**src/design/rcc3d_pkg.sv**
```systemverilog
// ----------------------------------------------------------------------------
// rcc3d_pkg: shared constants and helpers for the running centroid unit
// Field widths, derived accumulator widths, pair tables and saturation.
// ----------------------------------------------------------------------------
package rcc3d_pkg;

   // Block parameters
   localparam int MAX_POINTS = 65536;
   localparam int FRAC_BITS  = 8;

   // Field widths
   localparam int COORD_W    = 16;
   localparam int CNT_OUT_W  = 17;
   localparam int MEAN_W     = 24;
   localparam int COV_W      = 40;

   localparam int NUM_COORDS = 3;
   localparam int NUM_PAIRS  = 6;
   localparam int NUM_TERMS  = NUM_COORDS + NUM_PAIRS;

   // Derived internal widths
   localparam int CNT_W      = $clog2(MAX_POINTS + 1);
   localparam int CSUM_W     = COORD_W + CNT_W;
   localparam int PSUM_W     = 2 * COORD_W - 1 + CNT_W;
   localparam int DVD_W      = PSUM_W + FRAC_BITS;
   localparam int MAG_W      = COORD_W + FRAC_BITS;
   localparam int MUL_W      = MAG_W;
   localparam int PROD_W     = 2 * MUL_W;
   localparam int COV_CALC_W = DVD_W + 2;
   localparam int BIT_CNT_W  = $clog2(DVD_W);
   localparam int TERM_IDX_W = $clog2(NUM_TERMS);
   localparam int PAIR_IDX_W = $clog2(NUM_PAIRS);
   localparam int AXIS_W     = $clog2(NUM_COORDS);
   localparam int CNT_CMP_W  = (CNT_W > CNT_OUT_W ? CNT_W : CNT_OUT_W);
   localparam int MEAN_CMP_W = (MAG_W > MEAN_W ? MAG_W : MEAN_W) + 1;

   // Stream widths
   localparam int REQ_DATA_W = 3 * COORD_W;
   localparam int RSP_USED_W = CNT_OUT_W + NUM_COORDS * MEAN_W + NUM_PAIRS * COV_W;
   localparam int RSP_DATA_W = ((RSP_USED_W + 7) / 8) * 8;
   localparam int RSP_PAD_W  = RSP_DATA_W - RSP_USED_W;

   // Saturation limits
   localparam int     CNT_OUT_MAX  = 131071;
   localparam int     MEAN_POS_MAX = 8388607;
   localparam longint COV_POS_MAX  = (64'sd1 <<< (COV_W - 1)) - 64'sd1;
   localparam longint COV_NEG_MIN  = -(64'sd1 <<< (COV_W - 1));

   // Axis codes
   localparam logic [AXIS_W-1:0] AXIS_X = 2'd0;
   localparam logic [AXIS_W-1:0] AXIS_Y = 2'd1;
   localparam logic [AXIS_W-1:0] AXIS_Z = 2'd2;

   // Pair order: xx, xy, xz, yy, yz, zz
   function automatic logic [AXIS_W-1:0] pair_first(input logic [PAIR_IDX_W-1:0] p);
      logic [AXIS_W-1:0] a;
      unique case (p)
         3'd0, 3'd1, 3'd2: a = AXIS_X;
         3'd3, 3'd4:       a = AXIS_Y;
         3'd5:             a = AXIS_Z;
         default:          a = AXIS_X;
      endcase
      return a;
   endfunction

   function automatic logic [AXIS_W-1:0] pair_second(input logic [PAIR_IDX_W-1:0] p);
      logic [AXIS_W-1:0] b;
      unique case (p)
         3'd0:             b = AXIS_X;
         3'd1, 3'd3:       b = AXIS_Y;
         3'd2, 3'd4, 3'd5: b = AXIS_Z;
         default:          b = AXIS_X;
      endcase
      return b;
   endfunction

   function automatic logic [CNT_OUT_W-1:0] sat_count(input logic [CNT_W-1:0] n);
      logic [CNT_CMP_W-1:0] ext;
      logic [CNT_OUT_W-1:0] r;
      ext = CNT_CMP_W'(n);
      if (ext > CNT_CMP_W'(CNT_OUT_MAX)) begin
         r = CNT_OUT_W'(CNT_OUT_MAX);
      end else begin
         r = CNT_OUT_W'(ext);
      end
      return r;
   endfunction

   // Sign-magnitude mean to a saturated two's complement field
   function automatic logic [MEAN_W-1:0] sat_mean(input logic neg,
                                                  input logic [MAG_W-1:0] mag);
      logic [MEAN_CMP_W-1:0] ext;
      logic [MEAN_CMP_W-1:0] sv;
      logic [MEAN_W-1:0]     r;
      ext = MEAN_CMP_W'(mag);
      sv  = neg ? (~ext + 1'b1) : ext;
      if (!neg && (ext > MEAN_CMP_W'(MEAN_POS_MAX))) begin
         r = MEAN_W'(MEAN_POS_MAX);
      end else if (neg && (ext > MEAN_CMP_W'(MEAN_POS_MAX + 1))) begin
         r = MEAN_W'(MEAN_POS_MAX + 1);
      end else begin
         r = sv[MEAN_W-1:0];
      end
      return r;
   endfunction

   function automatic logic [COV_W-1:0] sat_cov(input logic signed [COV_CALC_W-1:0] v);
      logic [COV_W-1:0] r;
      if (v > COV_CALC_W'(COV_POS_MAX)) begin
         r = COV_W'(COV_POS_MAX);
      end else if (v < COV_CALC_W'(COV_NEG_MIN)) begin
         r = COV_W'(COV_NEG_MIN);
      end else begin
         r = v[COV_W-1:0];
      end
      return r;
   endfunction

endpackage

```
**src/design/running_centroid_covariance_3d_unit.sv**
```systemverilog
// ----------------------------------------------------------------------------
// running_centroid_covariance_3d_unit: running 3-D centroid and covariance
// Accumulates point sums and pair product sums, then divides by the count.
// ----------------------------------------------------------------------------
// Usage
//   req_ channel: one 3-D point per request, tdata = {z, y, x}, 16 bits each,
//   signed. rsp_ channel: one result per request with the point count, the
//   centroid (24 bits each) and six covariance terms (40 bits each), these
//   with FRAC_BITS fraction bits; rsp_tuser flags a point dropped because the
//   buffer already held MAX_POINTS points.
// Timing
//   A shared 1-bit restoring divider runs nine divisions, each a load, one
//   restoring step per dividend bit and a store, one after another.
//   A shared multiplier forms the six coordinate products (skipped on a
//   dropped point) and the six centroid products, overlapped with the
//   divisions. At defaults DVD_W = 56. req_tready is high only between requests.
// Reset
//   Synchronous, active high: count and all sums cleared, rsp_tvalid low.
// Back-pressure
//   The result sits in an output register; the next request is accepted and
//   worked on while it waits, and the block holds its finished result until
//   the register frees up.
// ----------------------------------------------------------------------------
module running_centroid_covariance_3d_unit (
   input  logic                                clock,
   input  logic                                reset,
   input  logic                                req_tvalid,
   output logic                                req_tready,
   // x [15:0], y [31:16], z [47:32]
   input  logic [rcc3d_pkg::REQ_DATA_W-1:0]    req_tdata,
   output logic                                rsp_tvalid,
   input  logic                                rsp_tready,
   // point_count, mean_x, mean_y, mean_z, cov_xx, cov_xy, cov_xz,
   // cov_yy, cov_yz, cov_zz, zero pad (low to high)
   output logic [rcc3d_pkg::RSP_DATA_W-1:0]    rsp_tdata,
   // full_flag
   output logic                                rsp_tuser
);

   typedef enum logic [2:0] {
      ST_IDLE,
      ST_PMUL,    // coordinate product into the product register
      ST_PACC,    // add product into the rotating product sums
      ST_DLOAD,   // load dividend, start centroid product
      ST_DITER,   // one quotient bit per cycle
      ST_DSTORE,  // sign, saturate; covariance terms also subtract the centroid product
      ST_OUT
   } state_type;

   state_type state_ff;

   // architectural state
   logic [rcc3d_pkg::CNT_W-1:0]          count_ff;
   logic signed [rcc3d_pkg::CSUM_W-1:0]  csum_ff [rcc3d_pkg::NUM_COORDS];
   logic signed [rcc3d_pkg::PSUM_W-1:0]  psum_ff [rcc3d_pkg::NUM_PAIRS];

   // sequencer
   logic [rcc3d_pkg::TERM_IDX_W-1:0]     idx_ff;
   logic [rcc3d_pkg::BIT_CNT_W-1:0]      bitcnt_ff;
   logic                                 full_ff;

   // working point, sign-magnitude
   logic [rcc3d_pkg::COORD_W-1:0]        pt_mag_ff [rcc3d_pkg::NUM_COORDS];
   logic                                 pt_neg_ff [rcc3d_pkg::NUM_COORDS];

   // shared multiplier
   logic [rcc3d_pkg::PROD_W-1:0]         prod_ff;
   logic                                 prod_neg_ff;
   logic [rcc3d_pkg::PROD_W-1:0]         mul_in;
   logic                                 mul_neg_in;
   logic [rcc3d_pkg::MUL_W-1:0]          mul_a;
   logic [rcc3d_pkg::MUL_W-1:0]          mul_b;
   logic [rcc3d_pkg::AXIS_W-1:0]         ax_a;
   logic [rcc3d_pkg::AXIS_W-1:0]         ax_b;
   logic [rcc3d_pkg::PAIR_IDX_W-1:0]     pair_sel;

   // shared divider: dividend shifts out, quotient shifts in
   logic [rcc3d_pkg::DVD_W-1:0]          dvd_ff;
   logic [rcc3d_pkg::CNT_W-1:0]          rem_ff;
   logic                                 op_neg_ff;
   logic [rcc3d_pkg::CNT_W:0]            trial;
   logic                                 qbit;
   logic [rcc3d_pkg::CNT_W-1:0]          rem_in;
   logic [rcc3d_pkg::DVD_W-1:0]          dvd_load_in;
   logic                                 op_neg_load_in;

   // results
   logic [rcc3d_pkg::MAG_W-1:0]          mean_mag_ff [rcc3d_pkg::NUM_COORDS];
   logic                                 mean_neg_ff [rcc3d_pkg::NUM_COORDS];
   logic [rcc3d_pkg::MEAN_W-1:0]         mean_out_ff [rcc3d_pkg::NUM_COORDS];
   logic [rcc3d_pkg::COV_W-1:0]          cov_out_ff  [rcc3d_pkg::NUM_PAIRS];
   logic signed [rcc3d_pkg::COV_CALC_W-1:0] cov_in;
   logic signed [rcc3d_pkg::PSUM_W-1:0]  psum_add_in;

   logic                                 rsp_tvalid_ff;
   logic [rcc3d_pkg::RSP_DATA_W-1:0]     rsp_tdata_ff;
   logic                                 rsp_tuser_ff;

   logic                                 req_fire;
   logic                                 full_now;
   logic                                 is_mean_term;
   logic [rcc3d_pkg::AXIS_W-1:0]         axis_sel;
   logic signed [rcc3d_pkg::COORD_W-1:0] pt_in [rcc3d_pkg::NUM_COORDS];

   assign req_tready = (state_ff == ST_IDLE);
   assign req_fire   = req_tvalid && req_tready;
   assign full_now   = (count_ff >= rcc3d_pkg::CNT_W'(rcc3d_pkg::MAX_POINTS));
   assign rsp_tvalid = rsp_tvalid_ff;
   assign rsp_tdata  = rsp_tdata_ff;
   assign rsp_tuser  = rsp_tuser_ff;

   assign pt_in[0] = req_tdata[rcc3d_pkg::COORD_W-1:0];
   assign pt_in[1] = req_tdata[2*rcc3d_pkg::COORD_W-1:rcc3d_pkg::COORD_W];
   assign pt_in[2] = req_tdata[3*rcc3d_pkg::COORD_W-1:2*rcc3d_pkg::COORD_W];

   assign is_mean_term = (idx_ff < rcc3d_pkg::TERM_IDX_W'(rcc3d_pkg::NUM_COORDS));
   assign axis_sel     = idx_ff[rcc3d_pkg::AXIS_W-1:0];

   // pair index: product phase counts pairs directly, division phase
   // counts terms with the three centroid terms first
   always_comb begin
      if (state_ff == ST_PMUL) begin
         pair_sel = idx_ff[rcc3d_pkg::PAIR_IDX_W-1:0];
      end else begin
         pair_sel = rcc3d_pkg::PAIR_IDX_W'(idx_ff
                    - rcc3d_pkg::TERM_IDX_W'(rcc3d_pkg::NUM_COORDS));
      end
   end

   assign ax_a = rcc3d_pkg::pair_first(pair_sel);
   assign ax_b = rcc3d_pkg::pair_second(pair_sel);

   // shared unsigned multiplier on magnitudes, sign carried alongside
   always_comb begin
      if (state_ff == ST_PMUL) begin
         mul_a      = rcc3d_pkg::MUL_W'(pt_mag_ff[ax_a]);
         mul_b      = rcc3d_pkg::MUL_W'(pt_mag_ff[ax_b]);
         mul_neg_in = pt_neg_ff[ax_a] ^ pt_neg_ff[ax_b];
      end else begin
         mul_a      = mean_mag_ff[ax_a];
         mul_b      = mean_mag_ff[ax_b];
         mul_neg_in = mean_neg_ff[ax_a] ^ mean_neg_ff[ax_b];
      end
      mul_in = rcc3d_pkg::PROD_W'(mul_a) * rcc3d_pkg::PROD_W'(mul_b);
   end

   always_comb begin
      logic [rcc3d_pkg::PSUM_W-1:0] ext;
      ext = rcc3d_pkg::PSUM_W'(prod_ff[2*rcc3d_pkg::COORD_W-1:0]);
      if (prod_neg_ff) begin
         psum_add_in = psum_ff[0] - $signed(ext);
      end else begin
         psum_add_in = psum_ff[0] + $signed(ext);
      end
   end

   // dividend: magnitude of the selected sum, scaled by the fraction bits
   always_comb begin
      logic signed [rcc3d_pkg::CSUM_W-1:0] cs;
      logic [rcc3d_pkg::CSUM_W-1:0]        cmag;
      logic [rcc3d_pkg::PSUM_W-1:0]        pmag;
      cs   = csum_ff[axis_sel];
      cmag = cs[rcc3d_pkg::CSUM_W-1] ? (~cs + 1'b1) : cs;
      pmag = psum_ff[0][rcc3d_pkg::PSUM_W-1] ? (~psum_ff[0] + 1'b1) : psum_ff[0];
      if (is_mean_term) begin
         dvd_load_in    = rcc3d_pkg::DVD_W'(cmag) << rcc3d_pkg::FRAC_BITS;
         op_neg_load_in = cs[rcc3d_pkg::CSUM_W-1];
      end else begin
         dvd_load_in    = rcc3d_pkg::DVD_W'(pmag) << rcc3d_pkg::FRAC_BITS;
         op_neg_load_in = psum_ff[0][rcc3d_pkg::PSUM_W-1];
      end
   end

   // one restoring step
   assign trial  = {rem_ff, dvd_ff[rcc3d_pkg::DVD_W-1]};
   assign qbit   = (trial >= {1'b0, count_ff});
   assign rem_in = qbit ? rcc3d_pkg::CNT_W'(trial - {1'b0, count_ff})
                        : trial[rcc3d_pkg::CNT_W-1:0];

   // covariance = signed quotient - signed centroid product
   always_comb begin
      logic signed [rcc3d_pkg::COV_CALC_W-1:0] q_s;
      logic signed [rcc3d_pkg::COV_CALC_W-1:0] p_s;
      q_s = $signed(rcc3d_pkg::COV_CALC_W'(dvd_ff));
      p_s = $signed(rcc3d_pkg::COV_CALC_W'(prod_ff >> rcc3d_pkg::FRAC_BITS));
      if (op_neg_ff) begin
         q_s = -q_s;
      end
      if (prod_neg_ff) begin
         p_s = -p_s;
      end
      cov_in = q_s - p_s;
   end

   always_ff @(posedge clock) begin
      if (reset) begin
         state_ff      <= ST_IDLE;
         count_ff      <= '0;
         idx_ff        <= '0;
         bitcnt_ff     <= '0;
         rsp_tvalid_ff <= 1'b0;
         for (int i = 0; i < rcc3d_pkg::NUM_COORDS; i++) begin
            csum_ff[i] <= '0;
         end
         for (int i = 0; i < rcc3d_pkg::NUM_PAIRS; i++) begin
            psum_ff[i] <= '0;
         end
      end else begin
         // the output state reloads the register itself
         if (rsp_tvalid_ff && rsp_tready && (state_ff != ST_OUT)) begin
            rsp_tvalid_ff <= 1'b0;
         end

         unique case (state_ff)
            ST_IDLE: begin
               if (req_fire) begin
                  full_ff <= full_now;
                  idx_ff  <= '0;
                  for (int i = 0; i < rcc3d_pkg::NUM_COORDS; i++) begin
                     pt_neg_ff[i] <= pt_in[i][rcc3d_pkg::COORD_W-1];
                     pt_mag_ff[i] <= pt_in[i][rcc3d_pkg::COORD_W-1]
                                     ? (~pt_in[i] + 1'b1) : pt_in[i];
                  end
                  if (full_now) begin
                     state_ff <= ST_DLOAD;
                  end else begin
                     count_ff <= count_ff + 1'b1;
                     for (int i = 0; i < rcc3d_pkg::NUM_COORDS; i++) begin
                        csum_ff[i] <= csum_ff[i] + rcc3d_pkg::CSUM_W'(pt_in[i]);
                     end
                     state_ff <= ST_PMUL;
                  end
               end
            end

            ST_PMUL: begin
               prod_ff     <= mul_in;
               prod_neg_ff <= mul_neg_in;
               state_ff    <= ST_PACC;
            end

            ST_PACC: begin
               // rotate: the updated sum goes to the back of the line
               for (int i = 0; i < rcc3d_pkg::NUM_PAIRS - 1; i++) begin
                  psum_ff[i] <= psum_ff[i+1];
               end
               psum_ff[rcc3d_pkg::NUM_PAIRS-1] <= psum_add_in;
               if (idx_ff == rcc3d_pkg::TERM_IDX_W'(rcc3d_pkg::NUM_PAIRS - 1)) begin
                  idx_ff   <= '0;
                  state_ff <= ST_DLOAD;
               end else begin
                  idx_ff   <= idx_ff + 1'b1;
                  state_ff <= ST_PMUL;
               end
            end

            ST_DLOAD: begin
               dvd_ff    <= dvd_load_in;
               op_neg_ff <= op_neg_load_in;
               rem_ff    <= '0;
               bitcnt_ff <= '0;
               if (!is_mean_term) begin
                  prod_ff     <= mul_in;
                  prod_neg_ff <= mul_neg_in;
                  for (int i = 0; i < rcc3d_pkg::NUM_PAIRS - 1; i++) begin
                     psum_ff[i] <= psum_ff[i+1];
                  end
                  psum_ff[rcc3d_pkg::NUM_PAIRS-1] <= psum_ff[0];
               end
               state_ff <= ST_DITER;
            end

            ST_DITER: begin
               rem_ff    <= rem_in;
               dvd_ff    <= {dvd_ff[rcc3d_pkg::DVD_W-2:0], qbit};
               bitcnt_ff <= bitcnt_ff + 1'b1;
               if (bitcnt_ff == rcc3d_pkg::BIT_CNT_W'(rcc3d_pkg::DVD_W - 1)) begin
                  state_ff <= ST_DSTORE;
               end
            end

            ST_DSTORE: begin
               if (is_mean_term) begin
                  mean_mag_ff[axis_sel] <= dvd_ff[rcc3d_pkg::MAG_W-1:0];
                  mean_neg_ff[axis_sel] <= op_neg_ff;
                  mean_out_ff[axis_sel] <= rcc3d_pkg::sat_mean(op_neg_ff,
                                              dvd_ff[rcc3d_pkg::MAG_W-1:0]);
               end else begin
                  cov_out_ff[pair_sel] <= rcc3d_pkg::sat_cov(cov_in);
               end
               if (idx_ff == rcc3d_pkg::TERM_IDX_W'(rcc3d_pkg::NUM_TERMS - 1)) begin
                  state_ff <= ST_OUT;
               end else begin
                  idx_ff   <= idx_ff + 1'b1;
                  state_ff <= ST_DLOAD;
               end
            end

            ST_OUT: begin
               // wait for the output register to free up
               if (!rsp_tvalid_ff || rsp_tready) begin
                  rsp_tvalid_ff <= 1'b1;
                  rsp_tuser_ff  <= full_ff;
                  rsp_tdata_ff  <= {{rcc3d_pkg::RSP_PAD_W{1'b0}},
                                    cov_out_ff[5], cov_out_ff[4], cov_out_ff[3],
                                    cov_out_ff[2], cov_out_ff[1], cov_out_ff[0],
                                    mean_out_ff[2], mean_out_ff[1], mean_out_ff[0],
                                    rcc3d_pkg::sat_count(count_ff)};
                  state_ff      <= ST_IDLE;
               end
            end

            default: begin
               state_ff <= ST_IDLE;
            end
         endcase
      end
   end

   // ------------------------------------------------------------------------
   // Assertions
   // ------------------------------------------------------------------------

   // an accepted point below the limit bumps the count by one
   a_count_step: assert property (@(posedge clock) disable iff (reset)
      (req_fire && !full_now) |=> (count_ff == $past(count_ff) + 1'b1))
      else $error("count did not advance on an accepted point");

   // the count never passes the limit
   a_count_cap: assert property (@(posedge clock) disable iff (reset)
      count_ff <= rcc3d_pkg::CNT_W'(rcc3d_pkg::MAX_POINTS))
      else $error("count beyond limit");

   // a dropped-point result only appears once the buffer is full
   a_full_flag: assert property (@(posedge clock) disable iff (reset)
      (rsp_tvalid_ff && rsp_tuser_ff)
         |-> (count_ff == rcc3d_pkg::CNT_W'(rcc3d_pkg::MAX_POINTS)))
      else $error("full flag with room left");

   // divider partial remainder stays below the divisor
   a_rem_bound: assert property (@(posedge clock) disable iff (reset)
      (state_ff == ST_DITER) |-> (rem_ff < count_ff))
      else $error("divider remainder out of range");

endmodule

```
**config.mk**
```make
export PLATFORM = sky130hd
export DESIGN_NAME = running_centroid_covariance_3d_unit
export DESIGN_NICKNAME = d
export VERILOG_FILES = /design/src/design/rcc3d_pkg.sv /design/src/design/running_centroid_covariance_3d_unit.sv
export SDC_FILE = /design/constraint.sdc
export NUM_CORES = 2
export LEC_CHECK = 0
export BUFFER_PORTS_ARGS = -buffer_cell sky130_fd_sc_hd__buf_4
export CAP_MARGIN = 10
export CORE_ASPECT_RATIO = 0.7
export CORE_MARGIN = 2
export CORE_UTILIZATION = 50
export DETAILED_ROUTE_END_ITERATION = 7
export HOLD_SLACK_MARGIN = 0.1
export PLACE_DENSITY_LB_ADDON = 0.1
export RECOVER_POWER = 100
export SYNTH_ARGS = -nofsm -noshare
export SYNTH_HDL_FRONTEND = slang
export SYNTH_SLANG_ARGS = --single-unit
```
**constraint.sdc**
```tcl
create_clock -name clock -period 31 [get_ports clock]
set_clock_uncertainty 0.05 [all_clocks]
set_input_delay 7.75 -clock clock [delete_from_list [all_inputs] [get_ports clock]]
set_output_delay 7.75 -clock clock [all_outputs]
set_load 0.02 [all_outputs]
```
-- After elaboration in Yosys (flattened, before gate mapping)
Memories as Yosys holds them, arrays and structs flattened. A register that Yosys moved wholly into a read port is not among the register bits.
Index checks and enable logic that the tools add are counted.
- memories: 8
- register bits after elaboration: 173
- memory bits (writable): 825
- output and inout port bits: 339
- bits of input ports: 52
- logic and storage cells: 208
- memory list (name ; depth ; width ; read ports ; clocked after Yosys merged registers in ; wr ports ; line ; text):
    psum_ff ; 6 ; 48 ; 6 ; 0 ; 6 ; running_centroid_covariance_3d_unit.sv:55 ; logic signed [rcc3d_pkg::PSUM_W-1:0] psum_ff [rcc3d_pkg::NUM_PAIRS];
    cov_out_ff ; 6 ; 40 ; 6 ; 6 ; 1 ; running_centroid_covariance_3d_unit.sv:91 ; logic [rcc3d_pkg::COV_W-1:0] cov_out_ff [rcc3d_pkg::NUM_PAIRS];
    csum_ff ; 3 ; 33 ; 4 ; 1 ; 3 ; running_centroid_covariance_3d_unit.sv:54 ; logic signed [rcc3d_pkg::CSUM_W-1:0] csum_ff [rcc3d_pkg::NUM_COORDS];
    mean_mag_ff ; 3 ; 24 ; 2 ; 0 ; 1 ; running_centroid_covariance_3d_unit.sv:88 ; logic [rcc3d_pkg::MAG_W-1:0] mean_mag_ff [rcc3d_pkg::NUM_COORDS];
    mean_out_ff ; 3 ; 24 ; 3 ; 3 ; 1 ; running_centroid_covariance_3d_unit.sv:90 ; logic [rcc3d_pkg::MEAN_W-1:0] mean_out_ff [rcc3d_pkg::NUM_COORDS];
    pt_mag_ff ; 3 ; 16 ; 2 ; 0 ; 3 ; running_centroid_covariance_3d_unit.sv:63 ; logic [rcc3d_pkg::COORD_W-1:0] pt_mag_ff [rcc3d_pkg::NUM_COORDS];
    +2 memories ; n/a ; n/a ; n/a ; n/a ; n/a ; n/a ;
- bitwise logic cells: 25
- multiply operators: 1
- reductions and logical operators: 23
- order comparisons: 8
- $add $sub $neg: 19
- equal/unequal tests: 20
- mux-type cells: 91
- operators with widths (cell ; count):
    48-bit 2-to-1 mux ; 15
    40-bit 2-to-1 mux ; 5
    24-bit 2-to-1 mux ; 8
    33-bit 2-to-1 mux ; 4
    58-bit 2-to-1 mux ; 2
    56-bit one-hot mux with 2 select lines ; 1
    33-bit by 16-bit adder with 33-bit output ; 3
    48-bit one-hot mux with 2 select lines ; 1
    58-bit by 40-bit greater-than comparator with 1-bit output (second input constant) ; 1
    58-bit by 40-bit less-than comparator with 1-bit output (second input constant) ; 1
    40-bit negation with 58-bit output ; 1
    56-bit negation with 58-bit output ; 1
    58-bit subtractor ; 1
    56-bit 2-to-1 mux ; 1
    16-bit by 1-bit adder with 16-bit output (second input constant) ; 3
    48-bit by 1-bit adder with 48-bit output (second input constant) ; 1
    48-bit by 33-bit adder with 48-bit output ; 1
    24-bit by 24-bit multiplier with 48-bit output ; 1
    16-bit 2-to-1 mux ; 3
    16-bit inverter ; 3
    48-bit inverter ; 1
    48-bit by 33-bit subtractor with 48-bit output ; 1
    17-bit one-hot mux with 2 select lines ; 1
    33-bit by 1-bit adder with 33-bit output (second input constant) ; 1
    other kinds (46) ; 126

-- Depth between registers and ports, before layout
An unclocked memory read counts as a cell.
- word-level depth: 10
- mapped depth: 41
- gate-level depth less buffers: 38

-- Least setup slack after synthesis
Ideal clock, no wire load.
- kind: input to register
- from: input reset
- to: register rsp_tdata_ff, in the netlist rsp_tdata[0] (enable)
- cell stages on the path: 2
- setup slack: -2.219 ns
- setup time: 1.492 ns
- path buffers: 0
- arrival: 31.677 ns
- path through: nand2b_1 > nor3b_1
- word-level cells in the longest chain between the ends: 2
- RTL lines (element ; line ; text):
    from (decl) ; running_centroid_covariance_3d_unit.sv:26 ; input logic reset,
    1-bit inverter (no source line) ; n/a ;
    3-bit AND reduction (no source line) ; n/a ;
    to (signal assigned) ; running_centroid_covariance_3d_unit.sv:304 ; rsp_tdata_ff <= {{rcc3d_pkg::RSP_PAD_W{1'b0}},
    to (decl) ; running_centroid_covariance_3d_unit.sv:96 ; logic [rcc3d_pkg::RSP_DATA_W-1:0] rsp_tdata_ff;
Every way passes these cells.
A chain may end at the register's enable or synchronous reset.

-- Worst setup path in the final report
- from: input reset
- to: register rsp_tdata_ff, in the netlist rsp_tdata[239], read port of cov_out_ff (enable)
The elaborated chain is that of the path after synthesis.

==> reports/metrics.cfg <==
[timing]
hold_violations=0
clock.fmax_mhz=51.6
maxSlewHeadroom=-5.34
fin_crit_sh=0.626
period_needed_ns=19.39
worst_pin_slew_ns=9.52
holdWs_ns=0.345
rsz0062_at_grt=no
slew_viol_final=2190
setup_viol=0
finalSetupTns_ns=0

[floorplan]
initial_core_util=0.503
die_width_um=488
placementRows=124
die_h_um=343
die-area_mm2=0.167
ios=391
core_area_mm2=0.163

[global_route]
groute.usage.overall=0.286
grt_pass1_wl_um=357000
grt_overflow=0
antenna_found_initial=8
grt_max_degree=174
grt_pass1_vias=55100

[hold_path]
min_path_cells=0
hold_end=rsp_tdata[252]
worstHoldStart=cov_out_ff[4][3]
hold_class=reg -> reg

[clock_network]
clk_path_buf_depth=3
cts_htree_levels=4
clkSinkCount=1312
numCtsBuffers=131
clk_pin_slew_ns=0.06
tritoncts=built
holdBufCountCts=0
clkLatencyLatePin_ns=0.78
cts_resized=0
ctsRootBufferMaster=clkbuf_16
post-cts-setup-buffers=0

[placement]
hpwl_um=178000
placed_area_mm2=0.0876
io_buffers=383
gp_congestion=0.946

[yosys]
synth-edff-count=1279
yosysSeqAreaShare=0.476
synthArstFlopShare=0
ys_warn_count=0
ys_types=94
syn_area_mm2=0.0820
synth_area_per_cell_um2=11.3
synth_ff_type=edfxtp_1
synth_seq_cells=1312
postSynthCellCount=7275

[cells_and_area]
final_common_cell=edfxtp_1
final_util=0.554
multiInputGateArea_mm2=0.0394
layout-drive-gt1-share=0.0573
fin_nets=8526
nFillCells=14200
regArea_mm2=0.0391
areaGrowthSynthToFinish_pct=10.1
fin_area_mm2=0.0903
layout_common_cells=edfxtp_1, inv_1, nor2_1

[detailed_routing]
vias_per_cell=5.78
drtAntennaViolNets=0
num_vias=57100
avgRoutedWirePerCell_um=24.3
drtIter0Drc=5643
drt_wl_total_um=240000
drc_errors=0
drtPass1Iterations=6

[critical_path]
worst-path-max-fanout=170
critPathBufInv=3
r2r_setup_slack_ns=14.59
cp_slowest_stage_delay_ns=6.58
worst-setup-path-type=in -> reg
cpLargestDelayFamily=buffers and inverters
timing.rr.start=state_ff[0]
required_ns=31.23
critPathLaunchType=input port
slowest_stage=clkbuf_1
cp.arrival_ns=19.62
worstReg2RegEnd=prod_ff[44]
path_common_cell=clkbuf_1
worstSetupEndpointType=flip-flop
reg2reg_depth=35
path_cells=clkbuf_1, nand2b_1, nor3b_4, clkbuf_1, clkbuf_1

[status]
violations=max-capacitance violations, max-slew violations
status=complete, but fails checks

[flow_run]
max_cap_viol_count=46

## cell type report
class                      instances  area share
antenna                            1   0.0000277
timing repair buffer             490      0.0251
clock inverter                    79     0.00934
inverter                         679      0.0282
tap                             2205      0.0306
sequential                      1312       0.433
multi-input combinational       4965       0.436
clock buffer                     157      0.0377
## registers in the layout (all words and copies together), names as in the netlist, 4 cells and up, named ones only
name / flops
psum_ff: 288
prod_ff: 48
count_ff: 17
dvd_ff: 56
pt_mag_ff: 48
idx_ff: 4
cov_out_ff: 240
mean_out_ff: 72
mean_mag_ff: 72
rem_ff: 17
rsp_tdata: 329
bitcnt_ff: 6
csum_ff: 99
## metal layers
| layer | up-vias | track usage | wire length [µm] |
|---|---|---|---|
| met5 | - | 0 | 18 |
| met4 | 2 | 0.0710 | 6820 |
| met3 | 378 | 0.0662 | 21600 |
| met2 | 2340 | 0.431 | 104000 |
| met1 | 28500 | 0.419 | 107000 |
| li1 | 25900 | - | - |
## kinds of logic after synthesis
| logic type | after synthesis | synth area share |
|---|---|---|
| xor+xnor | 457 | 0.0490 |
| other cells | 1 | 0.0000457 |
| flops | 1312 | 0.476 |
| mux | 108 | 0.0181 |
| fa+ha+maj | 895 | 0.181 |
| compound gates | 1329 | 0.104 |
| buf+inv | 1004 | 0.0469 |
| simple gates | 2169 | 0.125 |
## synthesized netlist by cell type, types with 33 or more instances
master    count  area share
nor3_1      101      0.0062
nand3_1      65      0.0040
clkbuf_1    291       0.013
ha_1        407       0.062
nand2b_1     86      0.0066
inv_1       678       0.031
a211oi_1     46      0.0042
xnor2_1     266       0.028
xor2_1      189       0.020
o21ai_0     365       0.022
nor2_1      681       0.031
or3_1        74      0.0056
o21a_1       64      0.0059
nand4_1      43      0.0033
nand2_1     631       0.029
a21o_1      139       0.013
and2_1      286       0.022
edfxtp_1   1279        0.47
a21oi_1     335       0.020
mux2i_1      72      0.0088
o31ai_1      74      0.0068
nor2b_1      40      0.0031
fa_1        488        0.12
dfxtp_1      33      0.0081
## through the flow
| stage | std cells | worst slack [ns] |
|---|---|---|
| 2_1_floorplan | 7281 | 9.56 |
| 3_3_place_gp | 9650 | 18.82 |
| 3_5_place_dp | 9650 | 18.72 |
| 4_1_cts | 9886 | 18.67 |
| 5_1_grt | 9887 | 10.56 |
| 6_report | 9888 | 11.61 |
## worst max path at each step
stage / from / end / slack (ns) / cells after the start
6_report: reset / rsp_tdata[239] / 11.61 / 5
5_1_grt: reset / rsp_tdata[113] / 10.56 / 5
4_1_cts: state_ff[0] / prod_ff[44] / 18.67 / 36
3_5_place_dp: state_ff[0] / prod_ff[44] / 18.72 / 36
3_3_place_gp: state_ff[0] / prod_ff[44] / 18.82 / 36
2_1_floorplan: reset / rsp_tdata[0] / 9.56 / 2
Power is not shown: default switching activity piles up to over one toggle a cycle in this logic, so the estimate is an artifact.
